<file path="config.mk">
export PLATFORM = sky130hd
export DESIGN_NAME = isu_row_ram
export DESIGN_NICKNAME = d
export VERILOG_FILES = /design/src/isu_row_ram.sv
export SDC_FILE = /design/constraint.sdc
export NUM_CORES = 2
export LEC_CHECK = 0
export ABC_CLOCK_PERIOD_IN_PS = 6000
export BUFFER_PORTS_ARGS = -buffer_cell sky130_fd_sc_hd__buf_2
export CAP_MARGIN = 20
export CORE_ASPECT_RATIO = 1.1
export CORE_UTILIZATION = 57
export CTS_CLUSTER_SIZE = 30
export DETAILED_ROUTE_END_ITERATION = 16
export MAX_ROUTING_LAYER = met4
export PLACE_DENSITY = 0.82
export SYNTH_ARGS = -nofsm -noshare
export SYNTH_HDL_FRONTEND = slang
export SYNTH_SLANG_ARGS = --single-unit
</file>
<file path="constraint.sdc">
create_clock -name clk -period 6 [get_ports clk]
set_clock_uncertainty 0.2 [all_clocks]
set_input_delay 0.3 -clock clk [delete_from_list [all_inputs] [get_ports clk]]
set_output_delay 0.3 -clock clk [all_outputs]
set_load 0.1 [all_outputs]
</file>
<file path="src/isu_row_ram.sv">
// Generic single-port-write, single-port-read synchronous RAM.
// Read data is registered and holds when no read is issued. No package dependency.
`default_nettype none

module isu_row_ram #(
  parameter int WIDTH = 64,
  parameter int DEPTH = 64
) (
  input  wire logic                              clk,
  input  wire logic                              wr_en,
  input  wire logic [$clog2(DEPTH > 1 ? DEPTH : 2)-1:0] wr_addr,
  input  wire logic [WIDTH-1:0]                  wr_data,
  input  wire logic                              rd_en,
  input  wire logic [$clog2(DEPTH > 1 ? DEPTH : 2)-1:0] rd_addr,
  output logic      [WIDTH-1:0]                  rd_data
);

  logic [WIDTH-1:0] mem [DEPTH];

  always_ff @(posedge clk) begin
    if (wr_en) begin
      mem[wr_addr] <= wr_data;
    end
  end

  always_ff @(posedge clk) begin
    if (rd_en) begin
      rd_data <= mem[rd_addr];
    end
  end

endmodule

`default_nettype wire

</file>
# Yosys cells after proc, flatten, opt, wreduce, memory -nomap -nowiden
# Memories as Yosys holds them, arrays and structs flattened. A register that Yosys moved wholly into a read port is not among the register bits.
# Index checks and enable logic that the tools add are counted.
[totals]
rom_bits = 0
in_bits = 79
register_bits = 0
latch_bits = 0
ram_bits = 4096
memories = 1
[memory_table]
columns = ["memory", "depth", "width", "read_ports", "rd_clocked_by_memory_dff", "write_ports", "line", "rtl"]
rows = [
  ["mem", 64, 64, 1, 1, 1, "18", "logic [WIDTH-1:0] mem [DEPTH];"],
]
[classes]
mux = 2
n_shift = 0
bitwise = 0
div_mod_pow = 0
n_addsub = 0
multipliers = 0
reduce_logical = 0
order_cmp = 0
n_eq_ne = 0
[op_table]
columns = ["operator", "n"]
rows = [
  ["2-to-1 mux 1 bit", 2],
]

# Depth between registers and ports, before layout
[logic_depth]
depth_word = 2
depth_mapped = 9
mapped_depth_nobuf = 5

# Least setup slack after synthesis
# Ideal clock, no wire load.
[synth_path]
path_type = "input-to-reg"
start = "input port wr_addr[3] (netlist name)"
end = "memory mem[48][0] (enable)"
cell_stages = 4
setup_ps = 564
required_time_ps = 5236
path_slack_ps = 64
arrival_time_ps = 5172
cell_sequence = "clkbuf_1 nor2b_1 nand4b_1 nor3_1"
[synth_rtl]
columns = ["element", "line", "rtl"]
rows = [
  ["start, declared", "11", "input wire logic [$clog2(DEPTH > 1 ? DEPTH : 2)-1:0] wr_addr,"],
  ["end, declared", "18", ""],
]
# Straight into the memory's write port.

# Final worst setup path
[layout_path]
start = "input port wr_addr[2] (netlist name)"
end = "memory mem[41][57] (enable)"
# Straight into the memory's write port.

==> impl_metrics.tcl <==
set metrics [dict create \
    netlist_area_sq_um 157000 \
    portBuffers 142 \
    seqPwrFrac_pct 53.3 \
    reg2reg_depth 5 \
    crit_path_max_fanout 32 \
    final_common_cell "edfxtp_1" \
    synthSimpleGateAreaFrac_pct 1.23 \
    worst_slew_pin_slew_ns 1.33 \
    crit_type "input pin to register" \
    antenna_found_initial 29 \
    r2r_start "mem[10][44]" \
    core-area_sq_um 273000 \
    synth_top_family_by_area "multiplexers" \
    relSlewSlack_pct 11.3 \
    leakagePower_nw 54.9 \
    filler_cell_count 15700 \
    syn_nets 6677 \
    setup_violations 0 \
    row_count 201 \
    layout_common_cells "edfxtp_1, mux4_2, clkbuf_16" \
    first_iter_violations 16800 \
    design.die.area_sq_um 278000 \
    finalCriticalPeriod_ns 3.65 \
    routed_wl_um 502000 \
    irDropWorstVdd_mv 0.325 \
    hold_viol_final 0 \
    synth_warnings 0 \
    cts_made_buffers 374 \
    wire_per_inst_um 45.5 \
    synth_compound_gate_area_share_pct 2.47 \
    clock_latency_ns 1.00 \
    worst_r2r_endpoint "rd_data[44]" \
    cp-end-kind "register" \
    ant_nets 0 \
    rsz0062_at_grt "no" \
    switching_share_pct 22.7 \
    max_cap_violations 0 \
    hp-start "wr_data[20]" \
    grt_overflow 0 \
    ys_types 32 \
    h-tree-depth 5 \
    fmax_ghz 0.274 \
    cts_tree "done" \
    cts_resized 0 \
    syn_to_final_growth_pct 12.6 \
    worstHoldEndpoint "mem[0][20]" \
    ys_seq_area_share_pct 79.6 \
    max-clock-path-buffers 4 \
    p_int_w 0.0469 \
    drc_errors 0 \
    grt_util_all_layers_pct 37.0 \
    hold_depth 2 \
    cts_root_buf "clkbuf_16" \
    start_util_pct 57.5 \
    drive_gt1_share_pct 27.4 \
    drt_first_pass_iters 6 \
    p_switching_w 0.0138 \
    grt_pass1_wl_um 679000 \
    gp_congestion 0.819 \
    post_cts_buffers 0 \
    drv_slew 0 \
    synthCells 6598 \
    synth_mux_area_share_pct 15.6 \
    period_share_pct 60.8 \
    grt_pass1_vias 86100 \
    synthTopCellsByArea "edfxtp_1, mux4_2, mux2i_1" \
    final_cell_area_sq_um 177000 \
    num_vias 84400 \
    hold_class "input pin to register" \
    chipWidth_um 502 \
    synth-xor-area-share_pct 0 \
    fin_nets 7111 \
    critPathRequiredTime_ns 6.31 \
    path_clk_slew_ns 0.07 \
    r2r_slack_ns 3.46 \
    syn_area_per_cell_sq_um 23.8 \
    ys_seq_elements 4160 \
    grt_max_degree 137 \
    clkSinkCount 4160 \
    synth_fa_ha_area_share_pct 0 \
    clockPowerShare_pct 41.3 \
    power_w 0.0607 \
    cp-start-kind "input pin" \
    pwr_density_cell_nw_per_um2 343 \
    synth_top_area_share_pct 79.6 \
    die_h_um 552 \
    status "completed" \
    via_per_inst 7.65 \
    worstPathArrival_ns 3.96 \
    io_pins 143 \
    yosys.area.top_type "edfxtp_1" \
    utilization_pct 64.7 \
    dpl.hpwl_um 217000 \
    placed_cell_area_sq_um 163000 \
    power_frac_comb_pct 5.4 \
    tns_ns 0 \
]
-- how the worst max path moves through the flow --
stage | start | endpoint | cells past startpoint
finish | wr_addr[2] | mem[41][57] | 6
floorplan | wr_addr[3] | mem[48][0] | 4
CTS | wr_addr[2] | mem[41][56] | 6
global route | wr_addr[1] | mem[41][57] | 6
global placement | rd_addr[0] | rd_data[11] | 6
detailed placement | rd_addr[0] | rd_data[11] | 8
-- stage by stage --
step	instances	hold WS, ns	setup WS, ns
floorplan	6598	0.199	0.0640
global placement	10200	0.695	2.15
detailed placement	10200	0.696	2.07
CTS	11000	0.00206	2.54
global route	11000	0.0248	2.44
finish	11000	0.0246	2.35
-- power groups by stage --
stage / registers [W] / clock network, W / logic [W]
finish: 0.0324 / 0.0251 / 0.00326
floorplan: 0.0332 / 0 / 0.00150
global route: 0.0324 / 0.0258 / 0.00329
CTS: 0.0324 / 0.0248 / 0.00312
global placement: 0.0330 / 0 / 0.00285
detailed placement: 0.0330 / 0 / 0.00295
-- state kept, by name, summed over array words and instances, names as in the netlist --
register	flops
rd_data	64
mem	4096
-- layer usage --
metal	wire (um)	up-vias	GRT usage [%]	part of all wire (%)
met4	48300	0	28.3	9.6
met5	0	-	-	0
met2	238000	10200	56.1	47
li1	-	29400	-	-
met3	76900	2833	10.2	15
met1	139000	41900	41.8	28
-- cell families (layout without fill, tap and decap cells) --
logic type / Yosys count / in the layout
mux: 1159 / 1159
simple gates: 386 / 386
compound gates: 504 / 504
other cells: 0 / 44
buf+inv: 389 / 1124
flops: 4160 / 4160
-- layout make-up --
cell class              instances  area, sq um  share of cell area [%]
diodes                         44          110                  0.0623
clock buffers                 442         9700                    5.49
repair buffers                428         4100                    2.32
flip-flops and latches       4160       125000                    70.7
well taps                    3654         4570                    2.59
multi-input cells            2049        30800                    17.4
inverters                      19         71.3                  0.0403
clock inverters               235         2560                    1.45
-- critical path: stages --
cell and delay, ns:
dlygate4sd3_1 0.57, buf_2 0.22, nor2_1 0.24, nand3_1 0.64, nor2_4 1.01, buf_4 0.87
-- synth_stat cells, drive strengths merged --
| cell | n |
|---|---|
| a211oi | 63 |
| nand3 | 45 |
| nor2 | 112 |
| a22o | 88 |
| and3 | 64 |
| a2bb2oi | 19 |
| nor2b | 28 |
| or3b | 1 |
| nand4b | 1 |
| buf | 230 |
| o221ai | 38 |
| nand2 | 58 |
| edfxtp | 4160 |
| mux2i | 135 |
| and2 | 3 |
| clkbuf | 140 |
| or3 | 29 |
| nor3 | 2 |
| o22ai | 83 |
| a31oi | 18 |
| nand3b | 2 |
| nand2b | 11 |
| or2 | 28 |
| a31o | 1 |
| a41oi | 26 |
| mux4 | 1024 |
| nand4 | 2 |
| inv | 19 |
| a22oi | 168 |
-- repair_timing --
item,CTS,global route
hold buffers,66,2
endpoints found under the setup margin,0,0
hold endpoints to repair,3251,128
Note: power is estimated with default switching activity, not from simulation.
