## src/isu_pkg.sv

```systemverilog
// Shared types and constants for the Ising Metropolis spin update block.
// Lattice geometry, field widths, register indexes, opcodes and sequencer states.
// No dependencies.
`default_nettype none

package isu_pkg;

  // Lattice geometry
  localparam int LATTICE_SIDE = 64;
  localparam int SITE_COUNT   = LATTICE_SIDE * LATTICE_SIDE;
  localparam int ROW_W        = (LATTICE_SIDE > 1) ? $clog2(LATTICE_SIDE) : 1;

  // Field widths
  localparam int SITE_W     = 12;
  localparam int DRAW_W     = 20;
  localparam int DE_W       = 5;
  localparam int ENERGY_W   = 15;
  localparam int MAG_W      = 14;
  localparam int CFG_IDX_W  = 2;
  localparam int CFG_DATA_W = 20;

  // Reciprocal of the side for splitting a site into row and column
  localparam int RECIP_SH = 24;
  localparam int RECIP_W  = 24;
  localparam logic [RECIP_W-1:0] RECIP = RECIP_W'((1 << RECIP_SH) / LATTICE_SIDE);

  // Totals after reset: every spin down
  localparam logic [ENERGY_W-1:0] ENERGY_RESET = ENERGY_W'(-2 * SITE_COUNT);
  localparam logic [MAG_W-1:0]    MAG_RESET    = MAG_W'(-SITE_COUNT);

  // Register indexes
  localparam logic [CFG_IDX_W-1:0] CFG_INF_TEMP = 2'd0;
  localparam logic [CFG_IDX_W-1:0] CFG_LIMIT_4  = 2'd1;
  localparam logic [CFG_IDX_W-1:0] CFG_LIMIT_8  = 2'd2;

  // Opcodes
  localparam logic OP_ATTEMPT = 1'b0;
  localparam logic OP_WRITE   = 1'b1;

  // Energy change that selects the first limit
  localparam logic signed [DE_W-1:0] DE_FOUR = 5'sd4;

  typedef enum logic [2:0] {
    ST_CLEAR,
    ST_IDLE,
    ST_SPLIT_A,
    ST_SPLIT_B,
    ST_RD_CUR,
    ST_RD_UP,
    ST_RD_DOWN,
    ST_DECIDE
  } state_t;

  // Position of a site and its neighbours in the row memory
  typedef struct packed {
    logic             in_range;
    logic [ROW_W-1:0] row;
    logic [ROW_W-1:0] row_up;
    logic [ROW_W-1:0] row_down;
    logic [ROW_W-1:0] col;
    logic [ROW_W-1:0] col_left;
    logic [ROW_W-1:0] col_right;
  } site_pos_t;

endpackage

`default_nettype wire

```

## src/isu_site_split.sv

```systemverilog
// Two-stage split of a site index into row, column and periodic neighbours.
// Uses a reciprocal multiply with one correction step. Depends on isu_pkg.
`default_nettype none

module isu_site_split (
  input  wire logic                      clk,
  input  wire logic [isu_pkg::SITE_W-1:0] site,
  output isu_pkg::site_pos_t             pos
);
  import isu_pkg::*;

  localparam logic [SITE_W-1:0] SIDE_S = SITE_W'(LATTICE_SIDE);
  localparam logic [ROW_W-1:0]  LAST   = ROW_W'(LATTICE_SIDE - 1);

  logic [SITE_W+RECIP_W-1:0] prod;
  logic [SITE_W-1:0]         row_est;
  logic [SITE_W-1:0]         site_d;
  logic                      in_range_d;

  logic [SITE_W-1:0] base;
  logic [SITE_W-1:0] col_tmp;
  logic [SITE_W-1:0] row_fix;
  logic [SITE_W-1:0] col_fix;
  logic [ROW_W-1:0]  row;
  logic [ROW_W-1:0]  col;
  site_pos_t         pos_next;

  assign prod = (SITE_W+RECIP_W)'(site) * (SITE_W+RECIP_W)'(RECIP);

  // Stage A: estimate of the row, at most one short
  always_ff @(posedge clk) begin
    row_est    <= prod[RECIP_SH +: SITE_W];
    site_d     <= site;
    in_range_d <= (32'(site) < 32'(SITE_COUNT));
  end

  // Stage B: correct the estimate and wrap the neighbours
  always_comb begin
    base    = SITE_W'(row_est * SIDE_S);
    col_tmp = site_d - base;
    if (col_tmp >= SIDE_S) begin
      row_fix = row_est + SITE_W'(1);
      col_fix = col_tmp - SIDE_S;
    end else begin
      row_fix = row_est;
      col_fix = col_tmp;
    end
    row = row_fix[ROW_W-1:0];
    col = col_fix[ROW_W-1:0];
    pos_next.in_range  = in_range_d;
    pos_next.row       = row;
    pos_next.col       = col;
    pos_next.row_up    = (row == '0)   ? LAST : row - ROW_W'(1);
    pos_next.row_down  = (row == LAST) ? '0   : row + ROW_W'(1);
    pos_next.col_left  = (col == '0)   ? LAST : col - ROW_W'(1);
    pos_next.col_right = (col == LAST) ? '0   : col + ROW_W'(1);
  end

  always_ff @(posedge clk) begin
    pos <= pos_next;
  end

endmodule

`default_nettype wire
```

## config.mk

```make
export PLATFORM = sky130hd
export DESIGN_NAME = isu_site_split
export DESIGN_NICKNAME = d
export VERILOG_FILES = /design/src/isu_pkg.sv /design/src/isu_site_split.sv
export SDC_FILE = /design/constraint.sdc
export NUM_CORES = 1
export LEC_CHECK = 0
export BUFFER_PORTS_ARGS = -buffer_cell sky130_fd_sc_hd__buf_4
export CAP_MARGIN = 0
export CORE_MARGIN = 5
export CORE_UTILIZATION = 37
export DETAILED_ROUTE_END_ITERATION = 10
export PLACE_DENSITY = 0.75
export SKIP_LAST_GASP = 1
export SYNTH_ARGS = -nofsm -noshare
export SYNTH_HDL_FRONTEND = slang
export SYNTH_SLANG_ARGS = --single-unit
export TNS_END_PERCENT = 50
```

## constraint.sdc

```tcl
create_clock -name clk -period 1.2 [get_ports clk]
set_input_delay 0.12 -clock clk [delete_from_list [all_inputs] [get_ports clk]]
set_output_delay 0.12 -clock clk [all_outputs]
set_load 0.02 [all_outputs]
```

Word-level counts from Yosys, hierarchy flattened
Cells that the tools add are included.

storage, ports and cells
  bits in registers = 54
  input port bits = 13
  output and inout bits = 37
  word-level logic and storage cells = 22

operators by class
  $add $sub $neg = 7
  order comparisons = 1
  eq/ne operators = 2
  muxes and demuxes = 2
  reduce and logical (&&, ||, !) cells = 2

operators by type and width
  operator                                                                              number
  6-bit by 1-bit adder with 6-bit output, second input constant                         3
  6-bit by 1-bit subtractor with 6-bit output, second input constant                    3
  6-bit equality test, second input constant                                            2
  12-bit by 7-bit greater-or-equal comparator with 1-bit output, second input constant  1
  6-bit zero test                                                                       2
  6-bit 2-to-1 mux                                                                      2
  12-bit subtractor                                                                     1

Depth between registers and ports, before layout
  word-level depth = 4
  depth in mapped cells = 5
  mapped depth without buffers = 5

Worst setup path before layout
OpenSTA, ideal clock, no wires.

  path kind = flip-flop to flip-flop
  from = register site_d[0]
  to = register pos[11] (netlist name)
  setup time = 0.138 ns
  data arrival time = 1.086 ns
  data required time = 1.062 ns
  slack = -0.023 ns
  cell stages (with the launch flop) = 6
  path buffers = 0
  period minus slack after synthesis = 1.223 ns
  cells stage by stage = dfxtp_1 -> inv_2 -> ha_1 -> o21bai_1 -> a21oi_1 -> a41oi_1

on the way
  cells in the longest elaborated chain, start to end = 4
  elaborated cells on any way between the ends = 6
  classes of those cells = 3 x add/sub; 1 x order compare; 1 x mux; 1 x reduce/logical

RTL lines
  what                                                                                                                          RTL line                                    source
  start, declared                                                                                                               isu_site_split.sv:17                        logic [SITE_W-1:0] site_d;
  start signal, assigned                                                                                                        isu_site_split.sv:33                        site_d <= site;
  12-bit subtractor *                                                                                                           isu_site_split.sv:40                        col_tmp = site_d - base;
  12-bit by 7-bit greater-or-equal comparator with 1-bit output or 6-bit by 1-bit subtractor with 6-bit output (tied branches)  isu_site_split.sv:41, isu_site_split.sv:43
  6-bit 2-to-1 mux *                                                                                                            isu_site_split.sv:41                        if (col_tmp >= SIDE_S) begin
  6-bit by 1-bit subtractor with 6-bit output or 6-bit zero test (tied branches)                                                isu_site_split.sv:55                        pos_next.col_left = (col == '0) ? LAST : col - ROW_W'(1);
  end signal, assigned                                                                                                          isu_site_split.sv:60                        pos <= pos_next;
  end, declared                                                                                                                 isu_site_split.sv:8                         output isu_pkg::site_pos_t pos

Every way passes the cells marked *; elsewhere a longest branch is shown, timed or not.
A chain may end at the register's enable or synchronous reset.

Worst setup path in the final report
  from = register site_d[6]
  to = register pos[29] (netlist name)

on the way
  cells in the longest elaborated chain, start to end = 4
  elaborated cells on any way between the ends = 5
  classes of those cells = 2 x add/sub; 1 x order compare; 1 x mux; 1 x reduce/logical

RTL lines
  what                                                                            RTL line              source
  12-bit subtractor *                                                             isu_site_split.sv:40
  12-bit by 7-bit greater-or-equal comparator with 1-bit output *                 isu_site_split.sv:41
  6-bit 2-to-1 mux *                                                              isu_site_split.sv:41
  6-bit by 1-bit subtractor with 6-bit output or 6-bit zero test (tied branches)  isu_site_split.sv:53  pos_next.row_up = (row == '0) ? LAST : row - ROW_W'(1);

Marked as above.

==> results.yml <==
sta:
  skew_ps: 6.214
  fin_crit_ps: 1158
  hold_viol_final: 0
  period_share_pct: 96.51
  fmax_ghz: 0.8635
  finalMaxSlewViolations: 0
  finalSetupViolations: 0
  grt_setup_unrepaired: "yes"
final_layout:
  antenna_cells: 0
  final_net_count: 208
  nFillCells: 324
  postLayoutCellArea_um2: 2126
  drive_above_1_share_pct: 40.10
  regArea_um2: 970.9
  multiInputGateArea_um2: 426.7
  fin_cells: 240
  area_delta_synth_final_pct: 46.85
clock_network:
  numClockSinks: 48
  ctsLongestPathBuffers: 2
  clk_latency_ps: 290
  cts.reportedPaths.clkPinSlew_ps: 80
  cts_buffers: 5
  cts_setup_buffers: 0
  cts_max_level: 2
  cts_tree: "built"
  root_buffer: "clkbuf_8"
grt:
  grt_pass1_wl_um: 4547
  gr-total-overflow: 0
  grt_max_degree: 14
  antenna_found_initial: 0
  globalRouteTotalUtil_pct: 11.44
  grt_pass1_vias: 1100
power:
  p_per_area_nw_per_um2: 1486
  p_clk_share_pct: 29.2
  switchingPower_mw: 0.7494
  peakVddDrop_mv: 0.7094
  seqPwrFrac_pct: 55.9
  p_int_mw: 2.409
  power_frac_comb_pct: 14.9
  leakagePower_nw: 0.9697
  switching_share_pct: 23.73
drt:
  wl_per_cell_um: 11.58
  drtPass1Iterations: 4
  initialDrtViolationCount: 37
  vias: 1072
  ant_nets: 0
  via_per_inst: 4.467
  remaining_drc_errors: 0
  routed_wl_um: 2780
die:
  die_area_um2: 5264
  ioPinCount: 50
  core_area_um2: 3716
  die_w_um: 72.55
  start_util_pct: 38.96
  rows: 22
  fp.dieH_um: 72.55
synth:
  synth.cell_area_um2: 1448
  ys_types: 22
  ys_seq_area_share_pct: 66.38
  syn-num-nets: 135
  ys_seq_elements: 48
  syn_inst: 118
  ys_warn_count: 0
  avgSynthCellArea_um2: 12.27
setup_path:
  crit_path_start: "site_d[6]"
  cp-start-kind: "register"
  cp.required_ps: 1360
  cp-end-kind: "register"
  path_class: "register to register"
  crit_fanout: 8
  worstPathArrival_ps: 1310
  r2r-start: "site_d[6]"
placed_design:
  port_buffers: 48
  place_area_um2: 1907
  hpwlAfterDp_um: 2147
  place_inst: 220
  gp_congestion: 0.7701
run_status:
  status: "completed"
worst_hold_path:
  hold_class: "register to register"
  min-delay-start: "site_d[8]"
flow_run:
  cap_viol_max_count: 0
worst max-delay path: stages (launching register included):
cell	delay, ps
dfxtp_2	410
inv_2	50
ha_1	200
o21bai_1	160
a21oi_1	140
a41oi_1	50
flip-flops by register name, indices dropped and copies added, names as in the netlist:
name / flops
site_d: 11
row_est: 1
pos: 36
kinds of logic (layout without fill, tap and decap cells):
group / Yosys count / after routing / synth area share [%]
other: 1 / 1 / 0.2590
XOR/XNOR: 12 / 12 / 7.260
flip-flops: 48 / 48 / 66.38
AND/OR/NAND/NOR: 32 / 32 / 11.93
adder cells (fa/ha/maj): 4 / 4 / 3.457
AO/OA/AOI/OAI: 12 / 12 / 6.569
buffers and inverters: 9 / 83 / 4.148
path summary, 6_finish.rpt:
kind | end | cells after the start | slack [ps]
max | pos[29] | 5 | 40
max reg2reg | pos[29] | 5 | 40
min | pos[32] | 0 | 380
min reg2reg | pos[32] | 0 | 380
stage by stage:
step           power, mW  setup TNS (ps)  util (%)  hold WS, ps  worst slack [ps]
2_1_floorplan      2.032          -5.745         -        147.7            -5.745
3_3_place_gp       2.237               0     51.31        224.7             35.93
3_5_place_dp       2.249          -19.05     51.31        225.7            -19.05
4_1_cts            3.206               0     57.04        377.8             43.18
5_1_grt            3.312          -4.316     57.21        397.8            -4.316
6_report           3.159               0     57.21        375.3             41.92
power by group through the flow:
stage | Combinational, mW | Clock, mW | Sequential, mW
3_3_place_gp | 0.438 | 0 | 1.80
3_5_place_dp | 0.443 | 0 | 1.81
5_1_grt | 0.505 | 1.03 | 1.78
4_1_cts | 0.476 | 0.961 | 1.77
6_report | 0.470 | 0.924 | 1.76
2_1_floorplan | 0.123 | 0 | 1.91
Yosys cell counts (all sizes together):
cell type | number | area, um^2
a21oi | 4 | 20.02
a41oi | 2 | 17.52
buf | 5 | 45.04
conb | 1 | 3.750
dfxtp | 48 | 960.9
ha | 4 | 50.05
inv | 4 | 15.01
nand2 | 10 | 37.54
nand3 | 6 | 30.03
nand3b | 2 | 15.01
nor2 | 8 | 30.03
nor2b | 2 | 12.51
nor3 | 4 | 47.54
o21ai | 2 | 10.01
o21bai | 2 | 15.01
o41ai | 2 | 32.53
xnor2 | 6 | 52.55
xor2 | 6 | 52.55
cells in the final DEF, fill, tap and decap left out, drive strengths merged:
master,count
dfxtp,48
ha,4
dlygate4sd3,12
nor3,4
nand3b,2
xnor2,6
nand2,10
inv,4
nor2b,2
xor2,6
o21ai,2
nor2,8
a41oi,2
o41ai,2
nand3,6
a21oi,4
o21bai,2
buf,59
conb,1
clkbuf,8
final cells by class:
type | count | share of cell area (%)
Inverter | 4 | 0.7063
Multi-Input combinational cell | 61 | 20.07
Timing Repair Buffer | 71 | 26.49
Clock buffer | 8 | 4.238
Sequential cell | 48 | 45.67
Tap cell | 48 | 2.825
what timing repair did:
item	4_1_cts	5_1_grt
resized for setup	2	3
pin swaps	0	0
endpoints found under the setup margin	2	2
endpoints found under the hold margin	12	0
hold buffers	12	0
routing by layer:
| metal | share of wire (%) | GRT usage [%] | vias up |
|---|---|---|---|
| met5 | 0 | 0 | - |
| met4 | 3.7 | 6.967 | 0 |
| met3 | 10 | 5.540 | 12 |
| met2 | 53 | 21.54 | 44 |
| met1 | 34 | 9.278 | 489 |
| li1 | - | - | 527 |
Note: power is estimated with default switching activity, not from simulation.
